`src/sv/bcq_pkg.sv`:
```
// Package for the byte circular queue.
// Holds command and status codes, field widths and the control structs.
// No dependencies.
package bcq_pkg;

    localparam int CMD_W   = 2;
    localparam int DATA_W  = 8;
    localparam int LIMIT_W = 7;
    localparam int STAT_W  = 2;
    localparam int SIZE_W  = 7;
    localparam int PADDR_W = 3;
    localparam int PDATA_W = 32;

    localparam logic REG_QUEUE_SIZE = 1'b0;

    typedef enum logic [CMD_W-1:0] {
        CMD_PUSH = 2'd0,
        CMD_POP  = 2'd1,
        CMD_COPY = 2'd2,
        CMD_MOVE = 2'd3
    } t_cmd;

    typedef enum logic [STAT_W-1:0] {
        STAT_OK    = 2'd0,
        STAT_FULL  = 2'd1,
        STAT_EMPTY = 2'd2
    } t_status;

    typedef struct packed {
        logic load;
        logic fetch;
        logic put;
    } t_ctrl;

    typedef struct packed {
        logic out_free;
        logic last;
    } t_dp_stat;

endpackage

```
`src/sv/bcq_ctrl.sv`:
```
// Controller state machine for the byte circular queue.
// Sequences item load, ring fetch and result put; depends on bcq_pkg.
module bcq_ctrl (
    input  logic               i_clk,
    input  logic               i_rst_n,
    input  logic               i_valid,
    input  bcq_pkg::t_dp_stat  i_dp_stat,
    output bcq_pkg::t_ctrl     o_ctrl,
    output logic               o_idle
);
    import bcq_pkg::*;

    typedef enum logic [2:0] {
        ST_IDLE  = 3'b001,
        ST_FETCH = 3'b010,
        ST_PUT   = 3'b100
    } t_state;

    t_state r_state;
    t_state n_state;

    always_comb begin
        n_state      = r_state;
        o_ctrl.load  = 1'b0;
        o_ctrl.fetch = 1'b0;
        o_ctrl.put   = 1'b0;
        case (r_state)
            ST_IDLE: begin
                if (i_valid) begin
                    o_ctrl.load = 1'b1;
                    n_state     = ST_FETCH;
                end
            end
            ST_FETCH: begin
                o_ctrl.fetch = 1'b1;
                n_state      = ST_PUT;
            end
            ST_PUT: begin
                if (i_dp_stat.out_free) begin
                    o_ctrl.put = 1'b1;
                    n_state    = i_dp_stat.last ? ST_IDLE : ST_FETCH;
                end
            end
            default: begin
                n_state = ST_IDLE;
            end
        endcase
    end

    always_ff @(posedge i_clk) begin
        if (!i_rst_n) begin
            r_state <= ST_IDLE;
        end else begin
            r_state <= n_state;
        end
    end

    assign o_idle = (r_state == ST_IDLE);

endmodule

```
`src/sv/bcq_datapath.sv`:
```
// Datapath for the byte circular queue: ring memory, pointers, burst count
// and the output register. Driven by bcq_ctrl; depends on bcq_pkg.
module bcq_datapath #(
    parameter int DEPTH = 64
) (
    input  logic                         i_clk,
    input  logic                         i_rst_n,
    input  bcq_pkg::t_ctrl               i_ctrl,
    output bcq_pkg::t_dp_stat            o_dp_stat,
    input  logic                         i_cfg_wr,
    input  logic [$clog2(DEPTH)-1:0]     i_cfg_last,
    input  logic [bcq_pkg::CMD_W-1:0]    i_command,
    input  logic [bcq_pkg::DATA_W-1:0]   i_push_data,
    input  logic [bcq_pkg::LIMIT_W-1:0]  i_burst_limit,
    output logic                         o_valid,
    input  logic                         i_stall,
    output logic [bcq_pkg::STAT_W-1:0]   o_status,
    output logic [bcq_pkg::DATA_W-1:0]   o_read_data,
    output logic                         o_data_valid,
    output logic                         o_last
);
    import bcq_pkg::*;

    localparam int PW = $clog2(DEPTH);

    logic [PW-1:0]      r_last_idx;
    logic [PW-1:0]      r_front;
    logic [PW-1:0]      r_rear;
    logic [PW-1:0]      r_cursor;
    logic [PW-1:0]      r_addr;
    logic [LIMIT_W-1:0] r_count;
    logic [LIMIT_W-1:0] r_limit;
    t_cmd               r_cmd;
    logic [DATA_W-1:0]  r_push_data;
    t_status            r_status;
    logic [DATA_W-1:0]  r_mem [DEPTH];
    logic [DATA_W-1:0]  r_rd_data;
    logic               r_out_valid;
    logic [STAT_W-1:0]  r_out_status;
    logic [DATA_W-1:0]  r_out_data;
    logic               r_out_dvalid;
    logic               r_out_last;

    logic [PW-1:0]      adv_rear;
    logic [PW-1:0]      adv_cursor;
    logic               full;
    logic               out_free;
    logic               res_valid;
    logic               last_c;
    logic [LIMIT_W:0]   count_inc;

    assign adv_rear   = (r_rear == r_last_idx) ? '0 : r_rear + 1'b1;
    assign adv_cursor = (r_cursor == r_last_idx) ? '0 : r_cursor + 1'b1;
    assign full       = (adv_rear == r_front);
    assign out_free   = !r_out_valid || !i_stall;
    assign res_valid  = (r_cmd != CMD_PUSH) && (r_status == STAT_OK);
    assign count_inc  = {1'b0, r_count} + 1'b1;
    assign last_c     = (r_status != STAT_OK) || (r_cmd == CMD_PUSH) || (r_cmd == CMD_POP)
                        || (r_addr == r_rear) || (count_inc >= {1'b0, r_limit});

    assign o_dp_stat.out_free = out_free;
    assign o_dp_stat.last     = last_c;

    always_ff @(posedge i_clk) begin
        if (i_ctrl.fetch && (r_cmd == CMD_PUSH) && !full) begin
            r_mem[adv_rear] <= r_push_data;
        end
        if (i_ctrl.fetch) begin
            r_rd_data <= r_mem[adv_cursor];
        end
    end

    always_ff @(posedge i_clk) begin
        if (i_ctrl.load) begin
            r_cmd       <= t_cmd'(i_command);
            r_push_data <= i_push_data;
            r_limit     <= (i_burst_limit == '0) ? LIMIT_W'(1) : i_burst_limit;
        end
        if (i_ctrl.fetch) begin
            r_addr <= adv_cursor;
            if (r_cmd == CMD_PUSH) begin
                r_status <= full ? STAT_FULL : STAT_OK;
            end else begin
                r_status <= (r_front == r_rear) ? STAT_EMPTY : STAT_OK;
            end
        end
        if (i_ctrl.put) begin
            r_out_status <= r_status;
            r_out_data   <= res_valid ? r_rd_data : '0;
            r_out_dvalid <= res_valid;
            r_out_last   <= last_c;
        end
    end

    always_ff @(posedge i_clk) begin
        if (!i_rst_n) begin
            r_last_idx  <= PW'(DEPTH - 1);
            r_front     <= PW'(DEPTH - 1);
            r_rear      <= PW'(DEPTH - 1);
            r_cursor    <= '0;
            r_count     <= '0;
            r_out_valid <= 1'b0;
        end else begin
            if (i_cfg_wr) begin
                r_last_idx <= i_cfg_last;
                r_front    <= i_cfg_last;
                r_rear     <= i_cfg_last;
            end else begin
                if (i_ctrl.fetch && (r_cmd == CMD_PUSH) && !full) begin
                    r_rear <= adv_rear;
                end
                if (i_ctrl.put && res_valid
                        && ((r_cmd == CMD_POP) || ((r_cmd == CMD_MOVE) && last_c))) begin
                    r_front <= r_addr;
                end
            end
            if (i_ctrl.load) begin
                r_cursor <= r_front;
                r_count  <= '0;
            end else if (i_ctrl.put && res_valid) begin
                r_cursor <= r_addr;
                r_count  <= LIMIT_W'(count_inc);
            end
            if (i_ctrl.put) begin
                r_out_valid <= 1'b1;
            end else if (!i_stall) begin
                r_out_valid <= 1'b0;
            end
        end
    end

    assign o_valid      = r_out_valid;
    assign o_status     = r_out_status;
    assign o_read_data  = r_out_data;
    assign o_data_valid = r_out_dvalid;
    assign o_last       = r_out_last;

endmodule

```
`src/sv/byte_circular_queue_top.sv`:
```
// Top level of the byte circular queue: configuration register port,
// controller and datapath. Depends on bcq_pkg, bcq_ctrl and bcq_datapath.
//
//  Channel  | Handshake                 | Beat carries
//  ---------+---------------------------+---------------------------------------
//  input    | i_valid / o_stall         | i_command, i_push_data, i_burst_limit
//  output   | o_valid / i_stall         | o_status, o_read_data, o_data_valid, o_last
//  config   | psel, penable, pwrite ... | queue_size at byte address 0
//
// An item is taken only while the controller is idle. Push and pop pass once
// through load, fetch and put; copy and move load once, then fetch and put
// each byte, the fetch being the registered read of the ring memory. Reset
// empties the queue at a size of DEPTH. A stalled output holds its beat, and
// the controller waits in its put state until the output register frees.
module byte_circular_queue_top #(
    parameter int DEPTH = 64
) (
    input  logic                          i_clk,
    input  logic                          i_rst_n,
    input  logic                          i_valid,
    output logic                          o_stall,
    input  logic [bcq_pkg::CMD_W-1:0]     i_command,
    input  logic [bcq_pkg::DATA_W-1:0]    i_push_data,
    input  logic [bcq_pkg::LIMIT_W-1:0]   i_burst_limit,
    output logic                          o_valid,
    input  logic                          i_stall,
    output logic [bcq_pkg::STAT_W-1:0]    o_status,
    output logic [bcq_pkg::DATA_W-1:0]    o_read_data,
    output logic                          o_data_valid,
    output logic                          o_last,
    input  logic                          psel,
    input  logic                          penable,
    input  logic                          pwrite,
    input  logic [bcq_pkg::PADDR_W-1:0]   paddr,
    input  logic [bcq_pkg::PDATA_W-1:0]   pwdata,
    output logic [bcq_pkg::PDATA_W-1:0]   prdata,
    output logic                          pready
);
    import bcq_pkg::*;

    localparam int PW = $clog2(DEPTH);

    t_ctrl              ctrl;
    t_dp_stat           dp_stat;
    logic               idle;
    logic               cfg_wr;
    logic [SIZE_W-1:0]  wr_val;
    logic [SIZE_W-1:0]  clamped;
    logic [SIZE_W-1:0]  r_queue_size;
    logic [PW-1:0]      cfg_last;

    assign pready  = 1'b1;
    assign cfg_wr  = psel && penable && pwrite && pready && (paddr[2] == REG_QUEUE_SIZE);
    assign wr_val  = pwdata[SIZE_W-1:0];
    assign clamped = (wr_val < SIZE_W'(2))     ? SIZE_W'(2) :
                     (wr_val > SIZE_W'(DEPTH)) ? SIZE_W'(DEPTH) : wr_val;
    assign cfg_last = PW'(clamped - 1'b1);

    always_ff @(posedge i_clk) begin
        if (!i_rst_n) begin
            r_queue_size <= SIZE_W'(DEPTH);
        end else if (cfg_wr) begin
            r_queue_size <= clamped;
        end
    end

    assign prdata  = (paddr[2] == REG_QUEUE_SIZE) ? PDATA_W'(r_queue_size) : '0;
    assign o_stall = !idle;

    bcq_ctrl u_ctrl (
        .i_clk     (i_clk),
        .i_rst_n   (i_rst_n),
        .i_valid   (i_valid),
        .i_dp_stat (dp_stat),
        .o_ctrl    (ctrl),
        .o_idle    (idle)
    );

    bcq_datapath #(
        .DEPTH (DEPTH)
    ) u_datapath (
        .i_clk         (i_clk),
        .i_rst_n       (i_rst_n),
        .i_ctrl        (ctrl),
        .o_dp_stat     (dp_stat),
        .i_cfg_wr      (cfg_wr),
        .i_cfg_last    (cfg_last),
        .i_command     (i_command),
        .i_push_data   (i_push_data),
        .i_burst_limit (i_burst_limit),
        .o_valid       (o_valid),
        .i_stall       (i_stall),
        .o_status      (o_status),
        .o_read_data   (o_read_data),
        .o_data_valid  (o_data_valid),
        .o_last        (o_last)
    );

endmodule

```
`config.mk`:
```
export PLATFORM = sky130hd
export DESIGN_NAME = byte_circular_queue_top
export DESIGN_NICKNAME = d
export VERILOG_FILES = /design/src/sv/bcq_pkg.sv /design/src/sv/bcq_ctrl.sv /design/src/sv/bcq_datapath.sv /design/src/sv/byte_circular_queue_top.sv
export SDC_FILE = /design/constraint.sdc
export NUM_CORES = 1
export LEC_CHECK = 0
export ABC_AREA = 1
export BUFFER_PORTS_ARGS = -buffer_cell sky130_fd_sc_hd__buf_2
export CAP_MARGIN = 20
export CORE_MARGIN = 5
export CORE_UTILIZATION = 55
export DETAILED_ROUTE_END_ITERATION = 7
export PLACE_DENSITY = 0.74
export REMOVE_ABC_BUFFERS = 1
export SLEW_MARGIN = 20
export SYNTH_ARGS = -nofsm -noshare
export SYNTH_HDL_FRONTEND = slang
export SYNTH_SLANG_ARGS = --single-unit
export TNS_END_PERCENT = 100
```
`constraint.sdc`:
```
create_clock -name i_clk -period 3.1 [get_ports i_clk]
set_clock_uncertainty 0.05 [all_clocks]
set_input_delay 0.31 -clock i_clk [delete_from_list [all_inputs] [get_ports i_clk]]
set_output_delay 0.31 -clock i_clk [all_outputs]
set_load 0.1 [all_outputs]
```
==> impl_metrics.tcl <==
set metrics [dict create \
    synth.area.top_cells "edfxtp_1 62%, nand3_1 10%, inv_1 5.1%" \
    crit_chain "ha_1 -> nand3_1 -> xor2_1 -> nand3b_1 -> nand2_1 -> nor2_1 -> nand3_4 -> nand2_4 -> inv_8 -> nand3_4 -> nor2_1 -> buf_4" \
    numPortBuffers 52 \
    drc 0 \
    avgRoutedWirePerCell_um 21.1 \
    slew_headroom_pct 35.3 \
    start_kind "flop" \
    min_from "pwdata[1]" \
    yosysTopAreaCell "edfxtp_1" \
    clock.fmax_ghz 0.338 \
    cts_tree "yes" \
    timing.hold.ws_ps 87.8 \
    viasPerCell 5.82 \
    clockRootBuffer "clkbuf_16" \
    gp_congestion 0.902 \
    antenna_found_initial 1 \
    critPathKind "reg -> reg" \
    die_area_mm2 0.0539 \
    outcome "finished, final reports clean" \
    slowest_stage "dfxtp_1" \
    clock-sinks 599 \
    dpl.hpwl_um 41700 \
    synth-edff-count 557 \
    ant_nets 0 \
    period_share_pct 95.3 \
    die_h_um 232 \
    core_area_mm2 0.0488 \
    hold_viol 0 \
    synth_top_area_share_pct 61.7 \
    finish.net_count 2698 \
    cap_viol_max_count 0 \
    async_reset_ff_share_pct 0 \
    first_global_vias 19283 \
    setup_viol 0 \
    io_pins 106 \
    synth-seq-cells 599 \
    arrival_ps 3250 \
    synthCells 2533 \
    grt_pass1_wl_um 108000 \
    synth_ff_type "edfxtp_1" \
    drtIter0Drc 2130 \
    num_rows 81 \
    drv_slew 0 \
    tightest_slew_ps 970 \
    syn2layout_area_growth_pct 12.5 \
    insertion_delay_ps 630 \
    grt_max_degree 105 \
    cp-startpoint "u_datapath.r_rear[1]" \
    grt.total_usage_pct 25.8 \
    dr.pass1.iters 8 \
    gr-total-overflow 0 \
    ir_drop_mv 0.557 \
    wirelength_um 70300 \
    cts-buffers-inserted 60 \
    syn-cell-area_mm2 0.0271 \
    avgSynthCellArea_um2 10.7 \
    vias 19440 \
    synth_warnings 0 \
    powerDensity_mw_per_mm2 736 \
    crit_family "simple AND/OR/NAND/NOR gates" \
    yosysSeqAreaShare_pct 64.8 \
    yosys-top-cells-count "557 x edfxtp_1, 554 x nand3_1, 365 x inv_1" \
    r2r_start "u_datapath.r_rear[1]" \
    finalCriticalPeriod_ps 2950 \
    p_leak_nw 12.1 \
    crit_required_ps 3390 \
    setup_tns_ps 0 \
    slowest_delay_ps 530 \
    design_area_mm2 0.0305 \
    critPathMaxFanout 8 \
    end_kind "flop" \
    htree_levels 2 \
    critPathBufInv 2 \
    clock_path_buffers 3 \
    ys_types 40 \
    hold_class "in -> reg" \
    synth_most_common_cell "edfxtp_1" \
    power_mw 22.5 \
    drive_above_1_share_pct 12.5 \
    die_w_um 232 \
    clkTransAtPathRegs_ps 60 \
    initial_core_util_pct 55.5 \
    post-route-util_pct 62.5 \
    placed_cell_area_mm2 0.0285 \
]
state kept, by name, indices dropped and copies added, names as in the netlist, 2 cells and up:
signal                  flops
u_datapath.r_mem          512
u_datapath.r_addr           6
r_queue_size                7
u_datapath.r_rear           6
u_datapath.o_read_data      8
u_datapath.r_last_idx       6
u_datapath.r_status         2
u_datapath.r_cmd            2
u_datapath.r_cursor         6
u_ctrl.r_state              3
u_datapath.o_status         2
u_datapath.r_push_data      8
u_datapath.r_rd_data        8
u_datapath.r_front          6
u_datapath.r_limit          7
u_datapath.r_count          7
cells by family after synthesis:
group / share of synthesized area [%]
flip-flops: 64.8
buffers and inverters: 8.40
AO/OA/AOI/OAI: 3.16
adder cells (fa/ha/maj): 0.507
XOR/XNOR: 0.646
AND/OR/NAND/NOR: 22.5
other: 0.0277
final cells by class:
cell class | instances | area, um^2
antenna | 1 | 2.50
clock buffer | 71 | 1560
clock inverter | 36 | 248
fill | 3829 | 18300
inverter | 373 | 1410
multi-input combinational | 1407 | 7410
sequential | 599 | 17600
tap | 664 | 831
timing repair buffer | 187 | 1480
power by group:
part | internal (mW) | switching, mW | leakage [nW]
Sequential | 9.30 | 0.123 | 5.36
Combinational | 1.69 | 4.55 | 5.91
Clock | 3.81 | 2.99 | 0.877
metal layers:
layer  GRT usage, %  up-vias  part of all wire, %
met2           43.0      981                   48
li1               -     8845                    -
met1           33.6     9391                   39
met5              0        -                0.011
met3           3.90      221                  8.0
met4           12.0        2                  5.1
per-stage QoR:
step / std cells / setup WS [ps]
after floorplan: 2379 / -11030
after global placement: 3206 / 293
after detailed placement: 3206 / 207
after CTS: 3337 / 181
after global routing: 3337 / -4.73
final: 3338 / 145
final timing paths:
check,endpoint,slack (ps),cells after the start
hold / removal,r_queue_size[1],90,5
setup / recovery,u_datapath.r_mem[10][4],150,12
hold reg to reg,r_queue_size[0],400,2
setup reg to reg,u_datapath.r_mem[10][4],150,12
tightest hold or removal path, delay by kind of cell:
kind	cells	cell delay, ps
buffers and inverters	3	180
AOI/OAI and AO/OA	2	220
layout by cell type, fill, tap and decap left out, drive strengths merged, types with 28 or more instances in the layout:
cell     Yosys  routed
or2         58      58
dfxtp       42      42
nor2       135     135
clkinv       2      29
buf        114     163
nand2      337     337
o21ai       28      28
clkbuf      64      71
o2111ai     57      57
inv        371     373
nand3b     117     117
edfxtp     557     557
nand3      564     564
timing repair:
item                                    CTS  global route
gates resized for setup                   0             1
setup buffers                             0             0
endpoints found under the hold margin    29             0
endpoints found under the setup margin    0             1
hold buffers                             24             0
Power figures use the tool's default switching activity.
